[config.mk]
export PLATFORM = sky130hd
export DESIGN_NAME = modbus_rtu_register_frame_engine
export DESIGN_NICKNAME = d
export VERILOG_FILES = /design/src/hdl/mbrtu_pkg.sv /design/src/hdl/modbus_rtu_register_frame_engine.sv
export SDC_FILE = /design/constraint.sdc
export NUM_CORES = 1
export LEC_CHECK = 0
export BUFFER_PORTS_ARGS = -buffer_cell sky130_fd_sc_hd__buf_2
export CAP_MARGIN = 20
export CORE_MARGIN = 2
export CORE_UTILIZATION = 35
export CTS_CLUSTER_DIAMETER = 30
export DETAILED_ROUTE_END_ITERATION = 7
export PLACE_DENSITY = 0.64
export SLEW_MARGIN = 20
export SYNTH_ARGS = -nofsm -noshare
export SYNTH_HDL_FRONTEND = slang
export SYNTH_SLANG_ARGS = --single-unit
[constraint.sdc]
create_clock -name clk_i -period 5.8 [get_ports clk_i]
set_input_delay 0 -clock clk_i [delete_from_list [all_inputs] [get_ports clk_i]]
set_output_delay 0 -clock clk_i [all_outputs]
set_load 0.01 [all_outputs]
[src/hdl/mbrtu_pkg.sv]
`default_nettype none

package mbrtu_pkg;

  typedef enum logic [1:0] {
    OP_WRITE     = 2'd0,
    OP_READ      = 2'd1,
    OP_RESP_BYTE = 2'd2,
    OP_RESP_END  = 2'd3
  } op_e;

  typedef enum logic [1:0] {
    KIND_TX      = 2'd0,
    KIND_VALUE   = 2'd1,
    KIND_INVALID = 2'd2
  } kind_e;

  typedef enum logic {
    ST_IDLE,
    ST_TX
  } state_e;

  localparam logic [7:0]  FUNC_READ    = 8'h03;
  localparam logic [7:0]  FUNC_WRITE   = 8'h06;
  localparam logic [15:0] READ_COUNT   = 16'h0001;
  localparam logic [7:0]  RESP_DATA_BYTES = 8'h02;
  localparam logic [15:0] CRC_POLY     = 16'hA001;
  localparam logic [15:0] CRC_SEED     = 16'hFFFF;
  localparam logic [7:0]  SLAVE_RESET  = 8'h01;

  // CRC-16 (reflected) advanced by one byte, least significant bit first.
  function automatic logic [15:0] crc_byte(input logic [15:0] crc, input logic [7:0] b);
    logic [15:0] c;
    c = crc ^ {8'h00, b};
    for (int i = 0; i < 8; i++) begin
      c = c[0] ? ((c >> 1) ^ CRC_POLY) : (c >> 1);
    end
    return c;
  endfunction

endpackage

`default_nettype wire

[src/hdl/modbus_rtu_register_frame_engine.sv]
// Modbus RTU master frame engine.
// Input channel (in_valid_i / in_stall_o) carries one word per request or response event:
// a write or read request, one received response byte, or the end of a response.
// Output channel (out_valid_o / out_stall_i) carries the result words.
// A request produces eight transmit words (address, function, register address,
// data, CRC high then low); the first appears in the output register in the cycle
// after acceptance and the rest follow one per cycle while the receiver does not stall.
// The frame is held in a five-byte shift register and the CRC advances one byte
// per cycle as the bytes move out, unless the receiver stalls.
// A response byte is absorbed and produces no word; end of response
// produces one word in the cycle after acceptance.
// When the receiver stalls, the output register holds its word and the engine
// stops both its frame sequence and the input channel until the word is taken.
// Reset clears the response capture, seeds the CRC, sets the slave address to 1
// and empties the output register. cfg_we_i writes the slave address.
`default_nettype none

module modbus_rtu_register_frame_engine #(
  parameter int RESPONSE_LIMIT = 64
) (
  input  wire                clk_i,
  input  wire                rst_ni,
  input  wire                cfg_we_i,
  input  wire  [7:0]         cfg_wdata_i,
  input  wire                in_valid_i,
  output logic               in_stall_o,
  input  wire  [1:0]         op_i,
  input  wire  [15:0]        register_address_i,
  input  wire  signed [15:0] write_value_i,
  input  wire  [7:0]         rx_byte_i,
  output logic               out_valid_o,
  input  wire                out_stall_i,
  output logic [1:0]         kind_o,
  output logic [7:0]         tx_byte_o,
  output logic signed [15:0] read_value_o,
  output logic               last_o
);
  import mbrtu_pkg::*;

  localparam int CntW = $clog2(RESPONSE_LIMIT + 1);

  state_e          state_q, state_d;
  logic [2:0]      tx_cnt_q, tx_cnt_d;
  logic [39:0]     tx_sh_q, tx_sh_d;
  logic [15:0]     crc_q, crc_d;
  logic [7:0]      slave_q;
  logic [CntW-1:0] resp_cnt_q, resp_cnt_d;
  logic [7:0]      resp_func_q, resp_func_d;
  logic [7:0]      resp_bcnt_q, resp_bcnt_d;
  logic [15:0]     resp_data_q, resp_data_d;
  logic            out_valid_q, out_valid_d;
  kind_e           out_kind_q, out_kind_d;
  logic [7:0]      out_tx_q, out_tx_d;
  logic [15:0]     out_val_q, out_val_d;
  logic            out_last_q, out_last_d;

  logic            out_free;
  logic            in_accept;
  logic [7:0]      func;
  logic [15:0]     data;

  assign out_free   = !out_valid_q || !out_stall_i;
  assign in_stall_o = (state_q != ST_IDLE) || !out_free;
  assign in_accept  = in_valid_i && !in_stall_o;

  always_comb begin
    state_d     = state_q;
    tx_cnt_d    = tx_cnt_q;
    tx_sh_d     = tx_sh_q;
    crc_d       = crc_q;
    resp_cnt_d  = resp_cnt_q;
    resp_func_d = resp_func_q;
    resp_bcnt_d = resp_bcnt_q;
    resp_data_d = resp_data_q;
    out_valid_d = out_valid_q && out_stall_i;
    out_kind_d  = out_kind_q;
    out_tx_d    = out_tx_q;
    out_val_d   = out_val_q;
    out_last_d  = out_last_q;
    func        = (op_e'(op_i) == OP_WRITE) ? FUNC_WRITE : FUNC_READ;
    data        = (op_e'(op_i) == OP_WRITE) ? $unsigned(write_value_i) : READ_COUNT;

    case (state_q)
      ST_IDLE: begin
        if (in_accept) begin
          case (op_e'(op_i))
            OP_WRITE, OP_READ: begin
              // The address byte goes out now; the other five wait in the shift register.
              tx_sh_d     = {func, register_address_i, data};
              crc_d       = crc_byte(CRC_SEED, slave_q);
              out_valid_d = 1'b1;
              out_kind_d  = KIND_TX;
              out_tx_d    = slave_q;
              out_val_d   = 16'h0000;
              out_last_d  = 1'b0;
              tx_cnt_d    = 3'd1;
              state_d     = ST_TX;
              resp_cnt_d  = '0;
              resp_func_d = 8'h00;
              resp_bcnt_d = 8'h00;
              resp_data_d = 16'h0000;
            end
            OP_RESP_BYTE: begin
              if (resp_cnt_q < CntW'(RESPONSE_LIMIT)) begin
                if (resp_cnt_q == CntW'(1)) resp_func_d = rx_byte_i;
                if (resp_cnt_q == CntW'(2)) resp_bcnt_d = rx_byte_i;
                if (resp_cnt_q == CntW'(3)) resp_data_d[15:8] = rx_byte_i;
                if (resp_cnt_q == CntW'(4)) resp_data_d[7:0] = rx_byte_i;
                resp_cnt_d = resp_cnt_q + CntW'(1);
              end
            end
            OP_RESP_END: begin
              out_valid_d = 1'b1;
              out_tx_d    = 8'h00;
              out_last_d  = 1'b1;
              if (resp_cnt_q >= CntW'(5) && resp_func_q == FUNC_READ &&
                  resp_bcnt_q == RESP_DATA_BYTES) begin
                out_kind_d = KIND_VALUE;
                out_val_d  = resp_data_q;
              end else begin
                out_kind_d = KIND_INVALID;
                out_val_d  = 16'h0000;
              end
              resp_cnt_d  = '0;
              resp_func_d = 8'h00;
              resp_bcnt_d = 8'h00;
              resp_data_d = 16'h0000;
            end
            default: begin
            end
          endcase
        end
      end
      ST_TX: begin
        if (out_free) begin
          out_valid_d = 1'b1;
          out_kind_d  = KIND_TX;
          out_val_d   = 16'h0000;
          out_last_d  = 1'b0;
          tx_cnt_d    = tx_cnt_q + 3'd1;
          case (tx_cnt_q)
            3'd6: begin
              out_tx_d = crc_q[15:8];
            end
            3'd7: begin
              out_tx_d   = crc_q[7:0];
              out_last_d = 1'b1;
              tx_cnt_d   = 3'd0;
              state_d    = ST_IDLE;
            end
            default: begin
              // Bytes one to five: emit the head of the shift register and fold it into the CRC.
              out_tx_d = tx_sh_q[39:32];
              crc_d    = crc_byte(crc_q, tx_sh_q[39:32]);
              tx_sh_d  = {tx_sh_q[31:0], 8'h00};
            end
          endcase
        end
      end
      default: begin
        state_d = ST_IDLE;
      end
    endcase
  end

  always_ff @(posedge clk_i or negedge rst_ni) begin
    if (!rst_ni) begin
      state_q     <= ST_IDLE;
      tx_cnt_q    <= 3'd0;
      crc_q       <= CRC_SEED;
      slave_q     <= SLAVE_RESET;
      resp_cnt_q  <= '0;
      resp_func_q <= 8'h00;
      resp_bcnt_q <= 8'h00;
      resp_data_q <= 16'h0000;
      out_valid_q <= 1'b0;
    end else begin
      state_q     <= state_d;
      tx_cnt_q    <= tx_cnt_d;
      crc_q       <= crc_d;
      resp_cnt_q  <= resp_cnt_d;
      resp_func_q <= resp_func_d;
      resp_bcnt_q <= resp_bcnt_d;
      resp_data_q <= resp_data_d;
      out_valid_q <= out_valid_d;
      if (cfg_we_i) begin
        slave_q <= cfg_wdata_i;
      end
    end
  end

  always_ff @(posedge clk_i) begin
    tx_sh_q    <= tx_sh_d;
    out_kind_q <= out_kind_d;
    out_tx_q   <= out_tx_d;
    out_val_q  <= out_val_d;
    out_last_q <= out_last_d;
  end

  assign out_valid_o  = out_valid_q;
  assign kind_o       = out_kind_q;
  assign tx_byte_o    = out_tx_q;
  assign read_value_o = $signed(out_val_q);
  assign last_o       = out_last_q;

endmodule

`default_nettype wire

==> impl_results.md, run 1 <==
* Status: finished clean
* Critical path class: reg2reg
* Worst Path Arrival at roughly 3.4 ns
* Initial antenna violation count at 0
* Worst-Margin Slew at between 0.9 and 1 ns
* R2R Setup Slk at between 2 and 3 ns
* Vias at between 4000 and 5000
* Hold Crit Endpoint: resp_data_q[3]
* Final core occ at a little under half
* Clk slew on worst S/H paths at approximately 0.06 ns
* Fmax at roughly 330 MHz
* Worst vdd ir at between 0.3 and 0.4 mV
* Synth Instances at around 480
* Synth Cell Area at about 6200 sq um
* Setup ws final at 2.79 ns
* DIE HEIGHT at approximately 140 um
* Vias in the first global route at between 4000 and 5000
* Post-DRT Antenna Nets at 0
* Reg2Reg Depth at 6
* TritonCTS clock tree: built
* Max FO, Critical Path at 60
* Wire length per cell at ~15 um
* Hold_sp: rx_byte_i[3]
* Finished Layout Cells at approximately 850
* Rows at 48
* Maximum root-to-sink buffer count at 2
* Clock Latency Late Sink at around 0.43 ns
* Post-CTS Setup Bufs at 0
* Pre-CTS setup slack at ~3.2 ns
* Ports at 84
* Mux cell area share after synthesis at between 10% and 20%
* Post-Synth XOR/XNOR Area at roughly 6.4%
* Gr ovfl total at 0
* Die Wd at ~140 um
* Adder-cell share of the synthesized area at approximately 1.4%
* Fraction of registers with async set/reset at between 50 and 60%
* Rel. slew slack at around a third
* Worst Hold Slack at approximately 0.015 ns
* Crit share post-route at approximately half
* Post-DP Area at 6890 sq um
* All-Layer GR Usage at between 10 and 15%
* RR Startpoint: state_q
* Core area at 17400 sq um
* Final WL at between 10000 and 15000 um
* I/O Buffers at between 80 and 90
* Final Skew at 0.0147 ns
* Hold depth at 3
* Root Driver: clkbuf_16
* Synth area leader: edfxtp_1
* Max-cap violations at 0
* Final Hold Fails at 0
* Yosys top cell area share at between 30 and 40%
* Starting Density at between 30% and 40%
* Combinational family with the most area after synthesis: multiplexers
* R2R Path End: crc_q[0]
* Design area at approximately 8000 sq um
* DPL Wire Length at roughly 8400 um
* Final count of pins violating max slew at 0
* Remaining DRCs at 0
* Average cell area after synthesis at roughly 13 sq um
* Post-synthesis sequential area ratio at around three fifths
* Syn nets at 538
* Unrepaired setup endpoints after global routing: no
* Count of flip-flops with a built-in enable after synthesis at 67
* Die area at 18900 sq um
* Post-layout min period at around 3.0 ns
* Gp weighted congestion at roughly 0.83
* Via-to-Cell Ratio at ~4.7
* N_diodes at 0
* PD cells at 515 nW/um^2
* Pwr Total at a little over 4 mW
* CP required at between 6 and 7 ns
* TritonCTS buffer count at 17
* Synth Area in Compound Gates at a little under a tenth
* Synth Area in Simple Gates at approximately a tenth
* Detailed Routing Iterations Pass 1 at 4
* Netlist cell types at 53
* Layout area overhead at 28.4%
* Final setup vio count at 0
* Worst Setup End Kind: register
* Top_reg_cell synth: edfxtp_1
* Most frequent cells in the layout: buf_2, edfxtp_1, dlygate4sd3_1, dfrtp_1, and2_1
* Hold/Removal Path Class: in2reg
* Synth warn at 0
* Synth top area cells: edfxtp_1, dfrtp_1, dfstp_2, mux2_1, mux2_2
* Synth Register Bits at ~140
* Most common cell after layout, fill and taps aside: buf_2
* First-pass GRT wire length at 21100 um
* Share of cells above drive strength 1 at 28.3%
* CTS H-tree depth at 4
* Leak at between 3 and 4 nW
* Placed insts at 768
* Nature of the critical path startpoint: register
* Initial DRC Count at about 300
* Clk sinks at 135
* TNS Setup at 0 ns
* Nets at roughly 680
* Largest net degree at the start of global routing at 69
-- cells by family after synthesis --
group	after synthesis
DFF	135
and+or+nand+nor	124
AOI/OAI and AO/OA	83
muxes	59
xor gates and xnor gates	34
buffers and inverters	34
adders and majority gates	7
-- routing by layer --
layer | track usage (%) | vias up | wire [um]
li1 | - | 1993 | -
met1 | 19.5 | 1951 | 6150
met2 | 23.2 | 87 | 6160
met3 | 3.97 | 8 | 623
met4 | 5.67 | 0 | 143
met5 | 0 | - | 0
-- layout make-up --
cell class | instances | area (sq um)
clock inverter | 15 | 176
tap | 225 | 282
fill | 1562 | 9340
clock buffer | 17 | 425
timing repair buffer | 141 | 983
multi-input combinational | 307 | 2370
inverter | 13 | 50.0
sequential | 135 | 3740
-- registers in the layout, indices dropped and copies added, names as in the netlist, 3 cells and up --
| name | count |
|---|---|
| slave_q | 8 |
| resp_func_q | 8 |
| resp_cnt_q | 7 |
| tx_sh_q | 40 |
| crc_q | 16 |
| resp_data_q | 16 |
| read_value_o | 16 |
| tx_cnt_q | 3 |
| tx_byte_o | 8 |
| resp_bcnt_q | 8 |
-- how the worst max path moves through the flow --
| stage | from | end | slack (ns) | depth (start not counted) |
|---|---|---|---|---|
| 6_report | state_q | crc_q[0] | 2.79 | 6 |
| 5_1_grt | state_q | crc_q[0] | 2.49 | 6 |
| 4_1_cts | state_q | crc_q[0] | 3.19 | 6 |
| 3_5_place_dp | state_q | crc_q[0] | 3.21 | 6 |
| 3_3_place_gp | state_q | resp_data_q[7] | 3.32 | 7 |
| 2_1_floorplan | state_q | tx_sh_q[0] | 3.12 | 5 |
-- critical path: stages (launching register included) --
cell       delay (ns)
dfrtp_2          0.44
a21boi_1         0.15
o21ai_2          0.53
clkinv_2         0.89
o2111ai_1        0.55
mux2i_1          0.12
a211o_1          0.25
-- where the power goes --
part	switching, mW	total [mW]	internal, mW	leakage [nW]
clock	0.424	1.10	0.676	0.289
sequential	0.192	1.64	1.45	1.51
combinational	0.689	1.39	0.698	1.58
total	1.31	4.13	2.82	3.38
-- repair_timing --
item,4_1_cts,5_1_grt
hold buffers,53,0
endpoints found under the setup margin,0,0
hold endpoints to repair,96,0
gates resized for setup,0,0
-- Yosys cell counts (2+ instances only) --
master,n
xor2_1,10
a2111oi_0,2
dfrtp_1,51
xnor2_1,17
nor2_1,26
nand3_1,3
nand2_1,34
buf_2,3
o2111ai_1,2
a21o_1,3
a21oi_4,3
mux2i_1,2
inv_2,3
o21ai_0,19
nor3b_1,2
nor4_1,3
a22o_1,8
a32o_1,2
a31oi_1,6
and3_1,2
inv_1,10
mux2_2,24
and2_1,38
xnor3_1,3
ha_1,7
nor3_1,3
dfstp_2,17
a21oi_1,15
a22oi_1,8
nand4_1,4
xnor2_4,2
o211ai_1,5
nor2b_1,3
o21ai_1,5
edfxtp_1,67
mux2_1,32
clkbuf_1,16
(Power assumes the default switching activity.)
==> inputs of run 2 (changes only) <==
Clock period 5.8 ns to 3 ns, I/O delays scaled along.
==> impl_results.md, run 2 (synthesized netlist as in run 1, its figures left out) <==
* Status: finished clean (unchanged)
* Via-to-Cell Ratio at 4.86 (was 4.74)
* Fmax at 457 MHz (was 332 MHz)
* TritonCTS clock tree: built (unchanged)
* Clock Latency Late Sink at 0.42 ns (was 0.43 ns)
* Most frequent cells in the layout: buf_2, edfxtp_1, dlygate4sd3_1, dfrtp_1, and2_1 (unchanged)
* Largest Register: tx_sh_q (unchanged)
* Critical path class: reg2reg (unchanged)
* Initial DRC Count at 278 (was 298)
* Maximum root-to-sink buffer count at 2 (unchanged)
* P_sw at 2.50 mW (was 1.31 mW)
* Final Skew at 0.0107 ns (was 0.0147 ns)
* Core area at 17400 sq um (unchanged)
* Worst Path Arrival at 2.49 ns (was 3.35 ns)
* Root Driver: clkbuf_16 (unchanged)
* Hold depth at 3 (unchanged)
* Vias in the first global route at 4113 (was 4181)
* Vias at 4154 (was 4039)
* Rows at 48 (unchanged)
* Detailed Routing Iterations Pass 1 at 4 (unchanged)
* Gp weighted congestion at 0.804 (was 0.826)
* Nature of the critical path startpoint: register (unchanged)
* Met2 WL post-DR at 5890 um (was 6160 um)
* Clk sinks at 135 (unchanged)
* Leak at 3.37 nW (was 3.38 nW)
* Post-CTS Setup Bufs at 0 (unchanged)
* Met1 Wirelength at 6490 um (was 6150 um)
* N_diodes at 0 (unchanged)
* Post-cts gate resize count at 0 (unchanged)
* Layout area overhead at 28.0% (was 28.4%)
* Crit share post-route at 73.0% (was 51.9%)
* Hold/Removal Path Class: in2reg (unchanged)
* Wire length per cell at 15.5 um (was 15.3 um)
* Reg2Reg Depth at 5 (was 6)
* Final setup vio count at 0 (unchanged)
* CP required at 3.30 ns (was 6.14 ns)
* Starting Density at 36.0% (unchanged)
* Initial antenna violation count at 0 (unchanged)
* PD cells at 984 nW/um^2 (was 515 nW/um^2)
* Worst Setup End Kind: register (unchanged)
* Max-cap violations at 0 (unchanged)
* Final Hold Fails at 0 (unchanged)
* Post-DRT Antenna Nets at 0 (unchanged)
* Clk slew on worst S/H paths at 0.06 ns (about the same)
* Logic pwr share at 34.3% (was 33.6%)
* Unrepaired setup endpoints after global routing: no (unchanged)
* CTS H-tree depth at 4 (unchanged)
* Wire length on met3 at 686 um (was 623 um)
* All-Layer GR Usage at 14.8% (about the same)
* DPL Wire Length at 8730 um (was 8350 um)
* Final WL at 13200 um (was 13100 um)
* Rel. slew slack at 46.1% (was 34.9%)
* TNS Setup at 0 ns (unchanged)
* Int Pwr at 5.37 mW (was 2.82 mW)
* Fillers at 1547 (was 1562)
* Sequential share of power at 40.2% (was 39.7%)
* Max FO, Critical Path at 8 (was 60)
* Ports at 84 (unchanged)
* Gr ovfl total at 0 (unchanged)
* Final count of pins violating max slew at 0 (unchanged)
* Worst vdd ir at 0.539 mV (was 0.317 mV)
* Clock Power Share at 25.4% (was 26.6%)
* Final core occ at 46.1% (was 46.2%)
* Share of cells above drive strength 1 at 27.9% (was 28.3%)
* Die Wd at 138 um (unchanged)
* I/O Buffers at 83 (unchanged)
* Die area at 18900 sq um (unchanged)
* TritonCTS buffer count at 17 (unchanged)
* Remaining DRCs at 0 (unchanged)
* Post-layout min period at 2.19 ns (was 3.01 ns)
* Most common cell after layout, fill and taps aside: buf_2 (unchanged)
* DIE HEIGHT at 138 um (unchanged)
* Largest net degree at the start of global routing at 55 (was 69)
* Hold_buf cts at 52 (was 53)
* Worst-Margin Slew at 0.808 ns (was 0.972 ns)
* Max reg flops at 40 (unchanged)
* First-pass GRT wire length at 21300 um (was 21100 um)
* Sw Share at 31.7% (was 31.6%)
* Top sig layer: met4 (unchanged)
* Nets at 679 (was 677)
## run 2: cell types whose count changed in the layout (fill, tap and decap cells not counted), sizes merged
cell,delta
buf,+3
clkbuf,+2
bufinv,-1
clkinvlp,-1
dlygate4sd3,-1
## run 2: worst max-delay path: stages (launching register included)
cell and delay, ns:
dfrtp_1 0.43, nor4_1 0.52, nor2b_1 0.28, nand2_1 0.12, a21oi_4 0.34, mux2_1 0.37
## run 2: worst paths after layout
kind                                       from               to  slack (ns)
worst max-delay path              resp_cnt_q[3]   resp_data_q[9]        0.81
worst min-delay path               rx_byte_i[3]   resp_data_q[3]        0.04
worst max register to register    resp_cnt_q[3]   resp_data_q[9]        0.81
worst min register to register  resp_data_q[13]  resp_data_q[13]        0.48
max in group asynchronous                rst_ni        crc_q[10]        2.08
min in group asynchronous                rst_ni   resp_data_q[8]        0.13
## run 2: power by group through the flow
stage	Combinational (mW)	Sequential (mW)	Clock (mW)
after CTS	2.72	3.17	2.04
after floorplan	2.07	3.14	0
after detailed placement	2.65	3.20	0
after global routing	2.97	3.24	2.11
final	2.70	3.17	2.00
after global placement	2.57	3.16	0
## run 2: final cells by class
class | instances | area, sq um | area share, %
clock inverters | 13 | 131 | 1.64
flip-flops and latches | 135 | 3740 | 46.7
repair buffers | 143 | 998 | 12.5
clock buffers | 19 | 433 | 5.41
well taps | 225 | 282 | 3.52
inverters | 13 | 48.8 | 0.610
multi-input cells | 307 | 2370 | 29.6
## run 2: through the flow
step	cells	hold WS [ns]	instance area (sq um)	setup WS, ns	power [mW]
3_3_place_gp	771	0.210	6910	0.883	5.74
3_5_place_dp	771	0.224	6910	0.814	5.85
6_report	855	0.0366	8000	0.810	7.87
2_1_floorplan	476	-0.296	6240	0.316	5.21
4_1_cts	855	0.0135	7990	0.799	7.94
5_1_grt	855	0.0405	8000	0.601	8.32
## run 2: routing by layer
| layer | vias to the layer above | GRT usage (%) |
|---|---|---|
| met4 | 0 | 4.64 |
| li1 | 1998 | - |
| met1 | 2038 | 20.7 |
| met5 | - | 0 |
| met2 | 104 | 22.2 |
| met3 | 14 | 4.42 |
==> inputs of run 3 (changes only) <==
Clock period 3 ns to 2.2 ns, I/O delays scaled along.
==> impl_results.md, run 3 (synthesized netlist as in run 1, its figures left out) <==
* Status: finished clean (unchanged)
* Crit share post-route at 95.9% (was 73.0%)
* Unrepaired setup endpoints after global routing: no (unchanged)
* Gp weighted congestion at 0.796 (was 0.804)
* CTS H-tree depth at 4 (unchanged)
* Largest Register: tx_sh_q (unchanged)
* Clk sinks at 135 (unchanged)
* Core area at 17400 sq um (unchanged)
* Worst vdd ir at 0.636 mV (was 0.539 mV)
* Final Skew at 0.0121 ns (was 0.0107 ns)
* Max-cap violations at 0 (unchanged)
* Share of cells above drive strength 1 at 29.9% (was 27.9%)
* N_diodes at 0 (unchanged)
* Worst Setup End Kind: register (unchanged)
* Maximum root-to-sink buffer count at 2 (unchanged)
* Max reg flops at 40 (unchanged)
* Worst-Margin Slew at 0.566 ns (was 0.808 ns)
* Levels on crit path at 5 (unchanged)
* Post-DRT Antenna Nets at 0 (unchanged)
* Rows at 48 (unchanged)
* Remaining DRCs at 0 (unchanged)
* Hold/Removal Path Class: in2reg (unchanged)
* Starting Density at 36.0% (unchanged)
* Fillers at 1581 (was 1547)
* Final WL at 13200 um (about the same)
* PD cells at 1370 nW/um^2 (was 984 nW/um^2)
* DPL Wire Length at 8710 um (was 8730 um)
* All-Layer GR Usage at 15.1% (was 14.8%)
* Final setup vio count at 0 (unchanged)
* Nature of the critical path startpoint: register (unchanged)
* Slowest CP cell: dfstp_2 (was nor4_1)
* Final Hold Fails at 0 (unchanged)
* Setup ws final at 0.0910 ns (was 0.810 ns)
* I/O Buffers at 83 (unchanged)
* Gr ovfl total at 0 (unchanged)
* Vias in the first global route at 4330 (was 4113)
* Via-to-Cell Ratio at 4.79 (was 4.86)
* Detailed Routing Iterations Pass 1 at 4 (unchanged)
* Crit path cell chain: xnor2_1, xor2_1, xor3_2, mux2_4, a211o_1 (was nor4_1, nor2b_1, nand2_1, a21oi_4, mux2_1)
* TritonCTS buffer count at 17 (unchanged)
* Root Driver: clkbuf_16 (unchanged)
* Wire length per cell at 15.2 um (was 15.5 um)
* Initial antenna violation count at 0 (unchanged)
* Die area at 18900 sq um (unchanged)
* TNS Setup at 0 ns (unchanged)
* Most common cell after layout, fill and taps aside: buf_2 (unchanged)
* Critical path class: reg2reg (unchanged)
* Nets at 692 (was 679)
* Buf/Inv on CP at 0 (unchanged)
* CP required at 2.55 ns (was 3.30 ns)
* Layout area overhead at 31.4% (was 28.0%)
* Most frequent cells in the layout: buf_2, edfxtp_1, dlygate4sd3_1, dfrtp_1, and2_1 (unchanged)
* CP max stage delay at 0.55 ns (was 0.52 ns)
* Clock Latency Late Sink at 0.42 ns (about the same)
* Initial DRC Count at 261 (was 278)
* R2R Path End: crc_q[0] (was resp_data_q[9])
* First-pass GRT wire length at 21700 um (was 21300 um)
* Clk slew on worst S/H paths at 0.06 ns (about the same)
* Post-layout min period at 2.11 ns (was 2.19 ns)
* Largest net degree at the start of global routing at 59 (was 55)
* Delay-heaviest family, CP: XOR/XNOR gates (was simple AND/OR/NAND/NOR gates)
* Crit path launch: crc_q[3] (was resp_cnt_q[3])
* RR Startpoint: crc_q[3] (was resp_cnt_q[3])
* Worst Setup EP: crc_q[0] (was resp_data_q[9])
* Reg2Reg Depth at 5 (unchanged)
* Die Wd at 138 um (unchanged)
* R2R Setup Slk at 0.09 ns (was 0.81 ns)
* Leak at 3.49 nW (was 3.37 nW)
* TritonCTS clock tree: built (unchanged)
* Ports at 84 (unchanged)
* Pre-CTS setup slack at 0.0907 ns (was 0.814 ns)
* Worst Path Arrival at 2.46 ns (was 2.49 ns)
* Final count of pins violating max slew at 0 (unchanged)
* DIE HEIGHT at 138 um (unchanged)
* Fmax at 474 MHz (was 457 MHz)
* Vias at 4162 (was 4154)
* Rel. slew slack at 62.2% (was 46.1%)
* Max FO, Critical Path at 3 (was 8)
==> run 3: cell count changes in the layout (fill, tap and decap cells not counted), sizes merged <==
cell,delta
dlygate4sd3,+3
clkinv,-1
clkbuf,+1
clkinvlp,-2
inv,+2
buf,+10
==> run 3: worst min path at each step <==
stage	startpoint	end	slack, ns	depth (start not counted)
after global routing	rx_byte_i[0]	resp_data_q[8]	0.05	3
final	rx_byte_i[5]	resp_data_q[5]	0.04	3
after CTS	rx_byte_i[5]	resp_data_q[5]	0.02	3
after global placement	rst_ni	resp_data_q[8]	0.07	2
after detailed placement	rst_ni	resp_data_q[15]	0.09	2
after floorplan	rst_ni	out_valid_o	-0.30	0
==> run 3: worst register-to-register path: stages (launching register included) <==
cell and delay, ns:
dfstp_2 0.55, xnor2_1 0.17, xor2_1 0.23, xor3_2 0.50
mux2_4 0.32, a211o_1 0.27
==> run 3: report_power, final <==
group / total, mW / internal, mW / switching (mW)
clock: 2.91 / 1.81 / 1.10
sequential: 4.30 / 3.81 / 0.494
combinational: 4.02 / 2.12 / 1.90
total: 11.2 / 7.74 / 3.50
==> run 3: final cells by class <==
cell class              instances  area, sq um  share of cell area, %
flip-flops and latches        135         3740                   45.5
clock buffers                  20          478                   5.82
clock inverters                12          139                   1.69
well taps                     225          282                   3.43
repair buffers                156         1150                   14.0
multi-input cells             307         2370                   28.9
inverters                      13         48.8                  0.595
==> run 3: metrics by stage <==
step	hold WS, ns	instance area [sq um]	cells	util (%)	power [mW]
CTS	0.0208	8200	868	47.2	11.3
floorplan	-0.296	6250	476	-	7.10
finish	0.0376	8210	868	47.3	11.2
global placement	0.0749	7030	781	40.5	8.12
global route	0.0521	8210	868	47.3	11.9
detailed placement	0.0944	7030	781	40.5	8.30
==> run 3: layer usage <==
| metal | up-vias | track usage, % | wire length [um] |
|---|---|---|---|
| li1 | 2034 | - | - |
| met1 | 2008 | 20.3 | 6260 |
| met2 | 106 | 23.5 | 6140 |
| met3 | 14 | 3.79 | 620 |
| met4 | 0 | 5.96 | 216 |
| met5 | - | 0 | 0 |
==> run 3: timing repair <==
item | in CTS | in global routing
buffers inserted | 0 | 0
endpoints found under the setup margin | 0 | 7
resized for setup | 0 | 2
endpoints found under the hold margin | 117 | 0
hold buffers | 55 | 0
